### src/rtl/core/rrts_pkg.sv
`default_nettype none

package rrts_pkg;

    localparam int MAX_TASKS = 64;
    localparam int SLOT_W    = 6;
    localparam int FILL_W    = 7;
    localparam int ID_W      = 32;
    localparam int RSTATE_W  = 2;

    localparam logic [2:0] OP_CREATE = 3'd0;
    localparam logic [2:0] OP_START  = 3'd1;
    localparam logic [2:0] OP_YIELD  = 3'd2;
    localparam logic [2:0] OP_SET    = 3'd3;
    localparam logic [2:0] OP_FIND   = 3'd4;

    localparam logic [1:0] STATUS_OK       = 2'd0;
    localparam logic [1:0] STATUS_FULL     = 2'd1;
    localparam logic [1:0] STATUS_NONE     = 2'd2;
    localparam logic [1:0] STATUS_BAD_SLOT = 2'd3;

    localparam logic [RSTATE_W-1:0] RS_READY   = 2'd0;
    localparam logic [RSTATE_W-1:0] RS_RUNNING = 2'd1;

    typedef struct packed {
        logic [2:0]          op;
        logic [SLOT_W-1:0]   target_slot;
        logic [ID_W-1:0]     query_id;
        logic [RSTATE_W-1:0] new_state;
    } t_cmd;

    typedef struct packed {
        logic [1:0]        status;
        logic [SLOT_W-1:0] result_slot;
        logic [ID_W-1:0]   result_id;
        logic              switched;
        logic [SLOT_W-1:0] current_slot;
        logic              current_valid;
    } t_result;

    typedef struct packed {
        logic [ID_W-1:0]     id;
        logic [RSTATE_W-1:0] run_state;
        logic [SLOT_W-1:0]   link;
    } t_entry;

    localparam int ENTRY_W = $bits(t_entry);

    typedef struct packed {
        logic              rd_en;
        logic [SLOT_W-1:0] rd_addr;
        logic              wr_en;
        logic [SLOT_W-1:0] wr_addr;
        t_entry            wr_data;
    } t_mem_req;

    typedef enum logic [3:0] {
        S_IDLE,
        S_CREATE_LINK,
        S_CREATE_HEAD,
        S_SET,
        S_YIELD_PREV,
        S_YIELD_WALK,
        S_YIELD_OLD,
        S_FIND
    } t_state;

endpackage

`default_nettype wire

### src/rtl/core/rrts_ram.sv
`default_nettype none

module rrts_ram #(
    parameter int WIDTH  = 40,
    parameter int DEPTH  = 64,
    parameter int ADDR_W = $clog2(DEPTH)
) (
    input  wire logic              i_clk,
    input  wire logic              i_rd_en,
    input  wire logic [ADDR_W-1:0] i_rd_addr,
    input  wire logic              i_wr_en,
    input  wire logic [ADDR_W-1:0] i_wr_addr,
    input  wire logic [WIDTH-1:0]  i_wr_data,
    output logic      [WIDTH-1:0]  o_rd_data
);

    logic [WIDTH-1:0] r_mem [DEPTH];
    logic [WIDTH-1:0] r_rd_data;

    always_ff @(posedge i_clk) begin
        if (i_wr_en) begin
            r_mem[i_wr_addr] <= i_wr_data;
        end
    end

    always_ff @(posedge i_clk) begin
        if (i_rd_en) begin
            r_rd_data <= r_mem[i_rd_addr];
        end
    end

    assign o_rd_data = r_rd_data;

endmodule

`default_nettype wire

### src/rtl/core/rrts_ctrl.sv
`default_nettype none

module rrts_ctrl
    import rrts_pkg::*;
(
    input  wire logic    i_clk,
    input  wire logic    i_rst_n,
    input  wire logic    start,
    input  wire t_cmd    i_cmd,
    input  wire t_entry  i_rd_data,
    output t_mem_req     o_mem_req,
    output logic         busy,
    output logic         o_done,
    output t_result      o_result
);

    localparam logic [FILL_W-1:0] FILL_MAX = FILL_W'(MAX_TASKS);

    t_state              r_state, n_state;
    t_cmd                r_cmd, n_cmd;
    logic [FILL_W-1:0]   r_fill, n_fill;
    logic [SLOT_W-1:0]   r_head, n_head;
    logic [SLOT_W-1:0]   r_cur, n_cur;
    logic                r_has, n_has;
    logic [ID_W-1:0]     r_idc, n_idc;
    logic [SLOT_W-1:0]   r_ptr, n_ptr;
    logic [FILL_W-1:0]   r_cnt, n_cnt;
    t_entry              r_prev, n_prev;
    logic [1:0]          r_status, n_status;
    logic [SLOT_W-1:0]   r_rslot, n_rslot;
    logic [ID_W-1:0]     r_rid, n_rid;
    logic                r_sw, n_sw;
    logic                r_done, n_done;
    t_mem_req            mem;
    logic [SLOT_W-1:0]   slot_new;

    assign slot_new = r_fill[SLOT_W-1:0];

    always_ff @(posedge i_clk) begin
        if (!i_rst_n) begin
            r_state <= S_IDLE;
        end else begin
            r_state <= n_state;
        end
    end

    always_ff @(posedge i_clk) begin
        if (!i_rst_n) begin
            r_fill <= '0;
            r_head <= '0;
            r_cur  <= '0;
            r_has  <= 1'b0;
            r_idc  <= ID_W'(1);
            r_done <= 1'b0;
        end else begin
            r_fill <= n_fill;
            r_head <= n_head;
            r_cur  <= n_cur;
            r_has  <= n_has;
            r_idc  <= n_idc;
            r_done <= n_done;
        end
    end

    always_ff @(posedge i_clk) begin
        r_cmd    <= n_cmd;
        r_ptr    <= n_ptr;
        r_cnt    <= n_cnt;
        r_prev   <= n_prev;
        r_status <= n_status;
        r_rslot  <= n_rslot;
        r_rid    <= n_rid;
        r_sw     <= n_sw;
    end

    always_comb begin
        n_state  = r_state;
        n_cmd    = r_cmd;
        n_fill   = r_fill;
        n_head   = r_head;
        n_cur    = r_cur;
        n_has    = r_has;
        n_idc    = r_idc;
        n_ptr    = r_ptr;
        n_cnt    = r_cnt;
        n_prev   = r_prev;
        n_status = r_status;
        n_rslot  = r_rslot;
        n_rid    = r_rid;
        n_sw     = r_sw;
        n_done   = 1'b0;
        mem      = '0;
        unique case (r_state)
            S_IDLE: begin
                if (start) begin
                    n_cmd    = i_cmd;
                    n_status = STATUS_NONE;
                    n_rslot  = '0;
                    n_rid    = '0;
                    n_sw     = 1'b0;
                    unique case (i_cmd.op)
                        OP_CREATE: begin
                            if (r_fill >= FILL_MAX) begin
                                n_status = STATUS_FULL;
                                n_done   = 1'b1;
                            end else if (r_fill == '0) begin
                                mem.wr_en             = 1'b1;
                                mem.wr_addr           = slot_new;
                                mem.wr_data.id        = r_idc;
                                mem.wr_data.run_state = i_cmd.new_state;
                                mem.wr_data.link      = slot_new;
                                n_head   = slot_new;
                                n_fill   = r_fill + 1'b1;
                                n_idc    = r_idc + 1'b1;
                                n_status = STATUS_OK;
                                n_rslot  = slot_new;
                                n_rid    = r_idc;
                                n_done   = 1'b1;
                            end else begin
                                mem.rd_en   = 1'b1;
                                mem.rd_addr = r_head;
                                n_state     = S_CREATE_LINK;
                            end
                        end
                        OP_START, OP_SET: begin
                            if ({1'b0, i_cmd.target_slot} >= r_fill) begin
                                n_status = STATUS_BAD_SLOT;
                                n_done   = 1'b1;
                            end else begin
                                mem.rd_en   = 1'b1;
                                mem.rd_addr = i_cmd.target_slot;
                                n_state     = S_SET;
                            end
                        end
                        OP_YIELD: begin
                            if (!r_has) begin
                                n_done = 1'b1;
                            end else begin
                                mem.rd_en   = 1'b1;
                                mem.rd_addr = r_cur;
                                n_state     = S_YIELD_PREV;
                            end
                        end
                        OP_FIND: begin
                            if (r_fill == '0) begin
                                n_done = 1'b1;
                            end else begin
                                mem.rd_en   = 1'b1;
                                mem.rd_addr = r_head;
                                n_ptr       = r_head;
                                n_cnt       = FILL_W'(1);
                                n_state     = S_FIND;
                            end
                        end
                        default: begin
                            n_done = 1'b1;
                        end
                    endcase
                end
            end
            S_CREATE_LINK: begin
                mem.wr_en             = 1'b1;
                mem.wr_addr           = slot_new;
                mem.wr_data.id        = r_idc;
                mem.wr_data.run_state = r_cmd.new_state;
                mem.wr_data.link      = i_rd_data.link;
                n_prev   = i_rd_data;
                n_ptr    = slot_new;
                n_fill   = r_fill + 1'b1;
                n_idc    = r_idc + 1'b1;
                n_status = STATUS_OK;
                n_rslot  = slot_new;
                n_rid    = r_idc;
                n_state  = S_CREATE_HEAD;
            end
            S_CREATE_HEAD: begin
                mem.wr_en             = 1'b1;
                mem.wr_addr           = r_head;
                mem.wr_data.id        = r_prev.id;
                mem.wr_data.run_state = r_prev.run_state;
                mem.wr_data.link      = r_ptr;
                n_done  = 1'b1;
                n_state = S_IDLE;
            end
            S_SET: begin
                mem.wr_en             = 1'b1;
                mem.wr_addr           = r_cmd.target_slot;
                mem.wr_data.id        = i_rd_data.id;
                mem.wr_data.run_state = (r_cmd.op == OP_START) ? RS_RUNNING
                                                               : r_cmd.new_state;
                mem.wr_data.link      = i_rd_data.link;
                if (r_cmd.op == OP_START) begin
                    n_cur = r_cmd.target_slot;
                    n_has = 1'b1;
                end
                n_status = STATUS_OK;
                n_rslot  = r_cmd.target_slot;
                n_rid    = i_rd_data.id;
                n_done   = 1'b1;
                n_state  = S_IDLE;
            end
            S_YIELD_PREV: begin
                n_prev = i_rd_data;
                if (i_rd_data.link == r_cur) begin
                    n_rslot = r_cur;
                    n_rid   = i_rd_data.id;
                    n_done  = 1'b1;
                    n_state = S_IDLE;
                end else begin
                    mem.rd_en   = 1'b1;
                    mem.rd_addr = i_rd_data.link;
                    n_ptr       = i_rd_data.link;
                    n_state     = S_YIELD_WALK;
                end
            end
            S_YIELD_WALK: begin
                // ready or running entries are runnable
                if (i_rd_data.run_state == RS_READY || i_rd_data.run_state == RS_RUNNING) begin
                    mem.wr_en             = 1'b1;
                    mem.wr_addr           = r_ptr;
                    mem.wr_data.id        = i_rd_data.id;
                    mem.wr_data.run_state = RS_RUNNING;
                    mem.wr_data.link      = i_rd_data.link;
                    n_status = STATUS_OK;
                    n_sw     = 1'b1;
                    n_rslot  = r_ptr;
                    n_rid    = i_rd_data.id;
                    n_state  = S_YIELD_OLD;
                end else if (i_rd_data.link == r_cur) begin
                    n_rslot = r_cur;
                    n_rid   = r_prev.id;
                    n_done  = 1'b1;
                    n_state = S_IDLE;
                end else begin
                    mem.rd_en   = 1'b1;
                    mem.rd_addr = i_rd_data.link;
                    n_ptr       = i_rd_data.link;
                end
            end
            S_YIELD_OLD: begin
                if (r_prev.run_state == RS_RUNNING) begin
                    mem.wr_en             = 1'b1;
                    mem.wr_addr           = r_cur;
                    mem.wr_data.id        = r_prev.id;
                    mem.wr_data.run_state = RS_READY;
                    mem.wr_data.link      = r_prev.link;
                end
                n_cur   = r_ptr;
                n_done  = 1'b1;
                n_state = S_IDLE;
            end
            S_FIND: begin
                if (i_rd_data.id == r_cmd.query_id) begin
                    n_status = STATUS_OK;
                    n_rslot  = r_ptr;
                    n_rid    = i_rd_data.id;
                    n_done   = 1'b1;
                    n_state  = S_IDLE;
                end else if (r_cnt == r_fill) begin
                    n_done  = 1'b1;
                    n_state = S_IDLE;
                end else begin
                    mem.rd_en   = 1'b1;
                    mem.rd_addr = i_rd_data.link;
                    n_ptr       = i_rd_data.link;
                    n_cnt       = r_cnt + 1'b1;
                end
            end
            default: begin
                n_state = S_IDLE;
            end
        endcase
    end

    assign o_mem_req = mem;
    assign busy      = (r_state != S_IDLE);
    assign o_done    = r_done;

    assign o_result.status        = r_status;
    assign o_result.result_slot   = r_rslot;
    assign o_result.result_id     = r_rid;
    assign o_result.switched      = r_sw;
    assign o_result.current_slot  = r_cur;
    assign o_result.current_valid = r_has;

`ifndef SYNTHESIS
    a_no_rd_wr_overlap: assert property (@(posedge i_clk) disable iff (!i_rst_n)
        !(mem.rd_en && mem.wr_en))
        else $error("memory read and write in the same cycle");

    a_fill_bound: assert property (@(posedge i_clk) disable iff (!i_rst_n)
        r_fill <= FILL_MAX)
        else $error("fill count beyond table size");

    a_cur_in_table: assert property (@(posedge i_clk) disable iff (!i_rst_n)
        r_has |-> ({1'b0, r_cur} < r_fill))
        else $error("current slot outside filled table");

    a_item_answered: assert property (@(posedge i_clk) disable iff (!i_rst_n)
        (start && !busy) |=> (busy || o_done))
        else $error("accepted item neither in work nor done");

    a_done_idle: assert property (@(posedge i_clk) disable iff (!i_rst_n)
        o_done |-> !busy)
        else $error("done strobe while busy");
`endif

endmodule

`default_nettype wire

### src/rtl/core/round_robin_task_ring_scheduler_core.sv
// channel   direction  handshake            payload
// command   in         start & !busy        i_cmd    (t_cmd)
// result    out        o_done, one cycle    o_result (t_result)
//
// create writes directly on an empty table, else reads the head, writes the new entry
// and relinks the head; start and set read the entry and write it; yield reads the
// current entry, walks up to 63 others, demotes the old one on a switch; find compares
// up to 64 entries, one memory read per cycle; o_done is registered from the last step
// synchronous active-low reset; table contents are undefined until created
// the result strobe cannot be stalled; busy holds off new commands
`default_nettype none

module round_robin_task_ring_scheduler_core
    import rrts_pkg::*;
(
    input  wire logic   i_clk,
    input  wire logic   i_rst_n,
    input  wire logic   start,
    input  wire t_cmd   i_cmd,
    output logic        busy,
    output logic        o_done,
    output t_result     o_result
);

    t_mem_req             mem_req;
    logic [ENTRY_W-1:0]   rd_data;

    rrts_ctrl u_ctrl (
        .i_clk     (i_clk),
        .i_rst_n   (i_rst_n),
        .start     (start),
        .i_cmd     (i_cmd),
        .i_rd_data (rd_data),
        .o_mem_req (mem_req),
        .busy      (busy),
        .o_done    (o_done),
        .o_result  (o_result)
    );

    rrts_ram #(
        .WIDTH (ENTRY_W),
        .DEPTH (MAX_TASKS)
    ) u_ram (
        .i_clk     (i_clk),
        .i_rd_en   (mem_req.rd_en),
        .i_rd_addr (mem_req.rd_addr),
        .i_wr_en   (mem_req.wr_en),
        .i_wr_addr (mem_req.wr_addr),
        .i_wr_data (mem_req.wr_data),
        .o_rd_data (rd_data)
    );

endmodule

`default_nettype wire
### config.mk
export PLATFORM = sky130hd
export DESIGN_NAME = round_robin_task_ring_scheduler_core
export DESIGN_NICKNAME = d
export VERILOG_FILES = /design/src/rtl/core/rrts_pkg.sv /design/src/rtl/core/rrts_ram.sv /design/src/rtl/core/rrts_ctrl.sv /design/src/rtl/core/round_robin_task_ring_scheduler_core.sv
export SDC_FILE = /design/constraint.sdc
export NUM_CORES = 2
export LEC_CHECK = 0
export CORE_ASPECT_RATIO = 1.1
export CORE_MARGIN = 2
export CORE_UTILIZATION = 50
export CTS_CLUSTER_SIZE = 30
export DETAILED_ROUTE_END_ITERATION = 10
export DONT_BUFFER_PORTS = 1
export PLACE_DENSITY = 0.64
export SLEW_MARGIN = 20
export SYNTH_ARGS = -nofsm -noshare
export SYNTH_HDL_FRONTEND = slang
export SYNTH_SLANG_ARGS = --single-unit
### constraint.sdc
create_clock -name i_clk -period 8.5 [get_ports i_clk]
set_input_delay 0.425 -clock i_clk [delete_from_list [all_inputs] [get_ports i_clk]]
set_output_delay 0.425 -clock i_clk [all_outputs]
set_load 0.05 [all_outputs]
; ---- Word-level counts from Yosys, hierarchy flattened
; Memories as Yosys holds them, arrays and structs flattened. A register that Yosys moved wholly into a read port is not among the register bits.
; Index checks and enable logic that the tools add are counted.
; Widths: inputs -> output; s select.
[op_classes]
addsub = 3
magnitude_cmp = 2
eq_ne = 38
n_mux = 97
n_bitwise = 1
reduce_logical = 29
[op_table]
columns = operator, count
row1 = $mux 32, 12
row2 = $pmux 47 s6, 1
row3 = $pmux 32 s6, 1
row4 = $mux 47, 4
row5 = $mux 7, 16
row6 = $mux 54, 2
row7 = $mux 6, 15
row8 = $pmux 32 s2, 1
row9 = $pmux 7 s4, 2
row10 = $mux 4, 10
row11 = $pmux 6 s6, 1
row12 = $add 32x1->32 const B, 1
row13 = $eq 32x32->1, 1
row14 = $pmux 6 s5, 1
row15 = $pmux 7 s2, 2
row16 = $pmux 4 s5, 1
row17 = $eq 4x3->1 const B, 4
row18 = $ne 2x2->1 const B, 8
row19 = $pmux 4 s4, 1
row20 = $reduce_and 5->1, 3
row21 = $add 7x1->7 const B, 2
row22 = $mux 1, 14
row23 = $mux 2, 6
row24 = $ne 3x3->1 const B, 4
row25 = other kinds (39), 57
[totals]
ff_bits = 194
ramBits = 2560
input_bits = 46
out_inout_bits = 50
wordCells = 191
memories = 1
[mem_list]
columns = name, depth, width, rd, rd_clocked_by_memory_dff, write_ports, line_no
row1 = u_ram.r_mem, 64, 40, 1, 1, 1, rrts_ram.sv:17  ; logic [WIDTH-1:0] r_mem [DEPTH];

; ---- Depth between registers and ports, before layout
[depth]
depth_word = 8
ltp_mapped = 16
mapped_depth_nobuf = 12

; ---- Cells and area by module
; From an unflattened synthesis, not the netlist that was laid out.
[unflattened]
cells_unflattened = 5152
area_unflattened_um2 = 108186.3
[modules_own_cells]
columns = module, instances, cells_each, area_each_um2
row1 = rrts_ram, 1, 4263, 98360.6
row2 = rrts_ctrl, 1, 889, 9825.7

; ---- Worst setup path after synthesis
; OpenSTA, ideal clock, no wires.
[synth_path]
kind = register to register
start = register u_ctrl.r_state[2]
end = memory u_ram.r_mem[37][0] (enable)
setup_time_ps = 438
t_arrival_ps = 4544
t_required_ps = 8062
setup_slack_ps = 3519
path_stages_with_launch = 10
path_buffers = 1
cell_sequence = dfxtp_1 buf_2 or4b_4 inv_1 nand2_1 nor2_1 nand2_1 nand2_1 nand4_1 nor2_1
[synth_via]
elab_chain_cells = 4
elab_cells_between_ends = 9
cone_classes = 5 x eq/ne / 3 x mux / 1 x reduce/logical
[synth_rtl]
columns = item, line_no
row1 = from (decl), rrts_ctrl.sv:19  ; t_state r_state, n_state;
row2 = from (signal assigned), rrts_ctrl.sv:43  ; r_state <= n_state;
row3 = $eq 4x3->1 (tied with other cells), rrts_ctrl.sv:93  ; unique case (r_state)
row4 = $pmux 47 s6 *, rrts_ctrl.sv:93
row5 = $mux 1, rrts_ram.sv:21  ; if (i_wr_en) begin
row6 = $mux 1 (not written as such), rrts_ram.sv:22  ; r_mem[i_wr_addr] <= i_wr_data;
row7 = to (decl), rrts_ram.sv:17
; Mark *: on every way between the ends. The rest lies on a longest branch, timed or not.

; ---- Worst setup path in the final report
[layout_path]
start = register u_ram.r_rd_data[17], in the netlist u_ram.o_rd_data[17] (read register of u_ram.r_mem)
end = register u_ram.r_rd_data[36], in the netlist u_ram.o_rd_data[36] (read register of u_ram.r_mem) (data pin)
[layout_via]
elab_chain_cells = 3
[layout_rtl]
columns = item, line_no
row1 = from (decl), rrts_ram.sv:18  ; logic [WIDTH-1:0] r_rd_data;
row2 = $eq 32x32->1, rrts_ctrl.sv:253  ; if (i_rd_data.id == r_cmd.query_id) begin
row3 = $mux 7, rrts_ctrl.sv:253
row4 = $pmux 7 s4, rrts_ctrl.sv:93
; No other way between the ends.
; A chain may end at the register's enable or synchronous reset.

==> impl_results.md <==
* CTS tree: yes
* WS Path Type: register to register
* Clock-pin transition on the worst setup and hold timing paths at about 0.06 ns
* Number of fillers in the final layout at 17200
* Post-CTS Repair Setup Buffers at 0
* Most frequent cells in the layout: sky130_fd_sc_hd__edfxtp_1 (2737), sky130_fd_sc_hd__nand2_1 (1896), sky130_fd_sc_hd__nand3_1 (668)
* Fin nets at 7973
* Proportion of layout cells with a drive suffix above 1 at 10.3%
* Power per standard cell area at 233 mW/mm2
* Number of endpoints with negative hold slack in the final report at 0
* Violated checks: DRC
* Maximum vdd drop at between 0.0002 and 0.00025 V
* DRT Pass-1 Iters at 11
* All-Layer GR Usage at 26.9%
* Proportion of register bits with asynchronous set or reset after synthesis at 0%
* Total number of clock tree sinks at 2793
* Setup_tns at 0 ns
* Sequential cell area at 0.0833 mm2
* Post-synthesis sequential area ratio at 75.3%
* DR DRC count at 2
* HP Class: input pin to register
* Multi-input gate area at around 0.025 mm2
* Yosys top cell by area: sky130_fd_sc_hd__edfxtp_1
* Number of pins with negative max-slew slack in the final report at 0
* Crit start category: register
* Skew final at 0.0415 ns
* DR vias/cell at 6.23
* Max Clock Freq at 155 MHz
* Net count of the mapped netlist at 7945
* Floorplan die area at 0.225 mm2
* Count of state elements after synthesis at 2793
* Maximum clock path buffer count at 4
* Number of enable flip-flop cells after synthesis at 2737
* Initial DRC count at 10400
* Clock tree root buffer cell: sky130_fd_sc_hd__clkbuf_16
* Floorplan die width at 452 um
* Cell area after synthesis at 0.111 mm2
* Antenna violations before repair at 12
* MaxCap Viol Count at 0
* Number of input and output port buffers inserted at 0
* Reg2reg path depth at 11
* Worst-path fanout max at 41
* Hold Worst Slack at 0.0771 ns
* Wire per inst at approximately 28 um
* Slew of the pin with the lowest slew margin at 1.20 ns
* Crit. End Element: register
* Final Cycle Share at approximately three quarters
* Number of placed I/O pins at 96
* Initial core utilization at around 50%
* Data required time of the critical path at 9.14 ns
* Main area contributors after synthesis: sky130_fd_sc_hd__edfxtp_1 (74%), sky130_fd_sc_hd__nand2_1 (6.5%), sky130_fd_sc_hd__nand3_1 (3.0%)
* Final core occ at about 56%
* Number of H-tree branching levels at 5
* Number of rows created at floorplan at approximately 180
* Total number of yosys warnings at 0
* Global-route wire length before repair at 448 mm
* Final wirelength at slightly above 300 mm
* Post-synth top area share at between 70 and 80%
* Num CTS Buffers at 285
* Height of the chip at 497 um
* Clock Latency Late Sink at about 0.95 ns
* Count of unique library cells instantiated by Yosys at 73
* Setup repair after global routing missed its margin: no
* Final setup violation count at 0
* Total placed cells including tap cells at 10500
* Mapped Cells at roughly 8000
* Number of non-filler instances in the completed layout at 11000
* Static leakage at 42.8 nW
* ANT nets after route at 0
* Via count at approximately 70000
* Avg Inst Size Synth at 14.0 um2
* Core Box Area at roughly 0.22 mm2
* Pin count of the biggest net entering global routing at 180
* Synth-to-Final Area Change at 11.6%
* Run status: complete, but fails checks
* Critical Path AT at slightly above 7 ns
* Shortest period the worst path allows at 6.44 ns
* Vias in the first global route at 65500
* Most common cell after layout, fill and taps aside: sky130_fd_sc_hd__edfxtp_1
* Weighted congestion at the end of routability-driven global placement at 0.904
* Global route overflow at 0
* Worst hold stages at 2
* Placed wire-length estimate at 172 mm
* Worst rel slew slack at about a fifth
* Most frequently used flop master after synthesis: sky130_fd_sc_hd__edfxtp_1
==> layer usage <==
| metal | wire length (um) | global-route usage (%) | vias up |
|---|---|---|---|
| met4 | 7760 | 7.44 | 4 |
| met5 | 24 | 0 | - |
| met2 | 147000 | 43.1 | 3731 |
| met3 | 30700 | 4.51 | 528 |
| li1 | - | - | 29700 |
| met1 | 123000 | 38.1 | 34800 |
==> critical path, stage by stage (launching register included) <==
cell,delay [ns]
sky130_fd_sc_hd__edfxtp_1,0.44
sky130_fd_sc_hd__xor2_1,0.23
sky130_fd_sc_hd__nor4_1,0.63
sky130_fd_sc_hd__nand4_1,0.42
sky130_fd_sc_hd__nor2_1,0.47
sky130_fd_sc_hd__o311a_2,0.92
sky130_fd_sc_hd__nand2b_4,0.85
sky130_fd_sc_hd__nor2_4,0.13
sky130_fd_sc_hd__buf_4,0.29
sky130_fd_sc_hd__a221o_1,0.36
sky130_fd_sc_hd__or4_1,0.61
sky130_fd_sc_hd__a32oi_1,0.65
==> Yosys cell counts (all sizes together) (120+ instances only) <==
library cell     n
nand2         1903
a31oi          201
a21oi          140
clkbuf         274
edfxtp        2737
nor2           191
and2           120
mux2           160
o21ai          133
nand3          669
buf            232
==> kinds of logic (layout without fill, tap and decap cells) <==
| family | Yosys count | in the layout | synth area share (%) |
|---|---|---|---|
| multiplexers | 257 | 257 | 2.51 |
| other | 0 | 4 | 0 |
| buffers and inverters | 593 | 814 | 2.33 |
| XOR/XNOR | 86 | 86 | 0.681 |
| adder cells (fa/ha/maj) | 11 | 11 | 0.122 |
| flip-flops | 2793 | 2793 | 75.3 |
| AO/OA/AOI/OAI | 1053 | 1053 | 6.91 |
| AND/OR/NAND/NOR | 3096 | 3096 | 12.1 |
==> layout make-up <==
cell class,instances,area share (%)
Clock inverter,103,0.582
Inverter,87,0.271
Tap cell,2928,2.97
Timing Repair Buffer,247,1.81
Sequential cell,2793,67.5
Antenna cell,4,0.00811
Clock buffer,377,6.30
Multi-Input combinational cell,4503,20.6
==> report_power, final <==
| part | switching, mW | leakage (nW) | internal, mW |
|---|---|---|---|
| clock network | 5.02 | 4.17 | 6.68 |
| logic | 1.06 | 13.1 | 0.363 |
| registers | 0.221 | 25.5 | 15.4 |
| total | 6.31 | 42.8 | 22.4 |
==> metrics by stage <==
step	setup WS [ns]	cell area, um2	power (mW)
2_1_floorplan	3.52	111000	16.6
3_3_place_gp	2.29	114000	17.2
3_5_place_dp	2.22	114000	17.2
4_1_cts	2.18	123000	28.8
5_1_grt	2.06	123000	29.4
6_report	2.06	123000	28.7
==> worst paths after layout <==
kind	start	endpoint	slack (ns)
worst max-delay path	u_ram.o_rd_data[17]$_DFFE_PP_	u_ram.o_rd_data[36]$_DFFE_PP_	2.06
worst min-delay path	start	u_ctrl.r_rslot[0]$_DFFE_PP_	0.08
worst max register to register	u_ram.o_rd_data[17]$_DFFE_PP_	u_ram.o_rd_data[36]$_DFFE_PP_	2.06
worst min register to register	u_ctrl.r_head[1]$_SDFFE_PN0P_	u_ctrl.r_head[1]$_SDFFE_PN0P_	0.52
==> repair_timing <==
item                      CTS  global route
resized for setup           0             0
hold buffers               47             0
hold endpoints to repair  111             0
==> registers in the layout (all words and copies together) (netlist names) <==
name and count:
u_ctrl.r_prev 40, u_ctrl.r_state 3, u_ctrl.r_rid 32, u_ctrl.r_cnt 7, u_ctrl.r_head 6, u_ctrl.o_done 1
u_ctrl.r_ptr 6, u_ctrl.r_sw 1, u_ram.o_rd_data 40, u_ctrl.r_cur 6, u_ctrl.r_fill 7, u_ctrl.r_status 2
u_ctrl.r_rslot 6, u_ctrl.r_has 1, u_ram.r_mem 2560, u_ctrl.r_cmd 43, u_ctrl.r_idc 32
(Power assumes the default switching activity.)
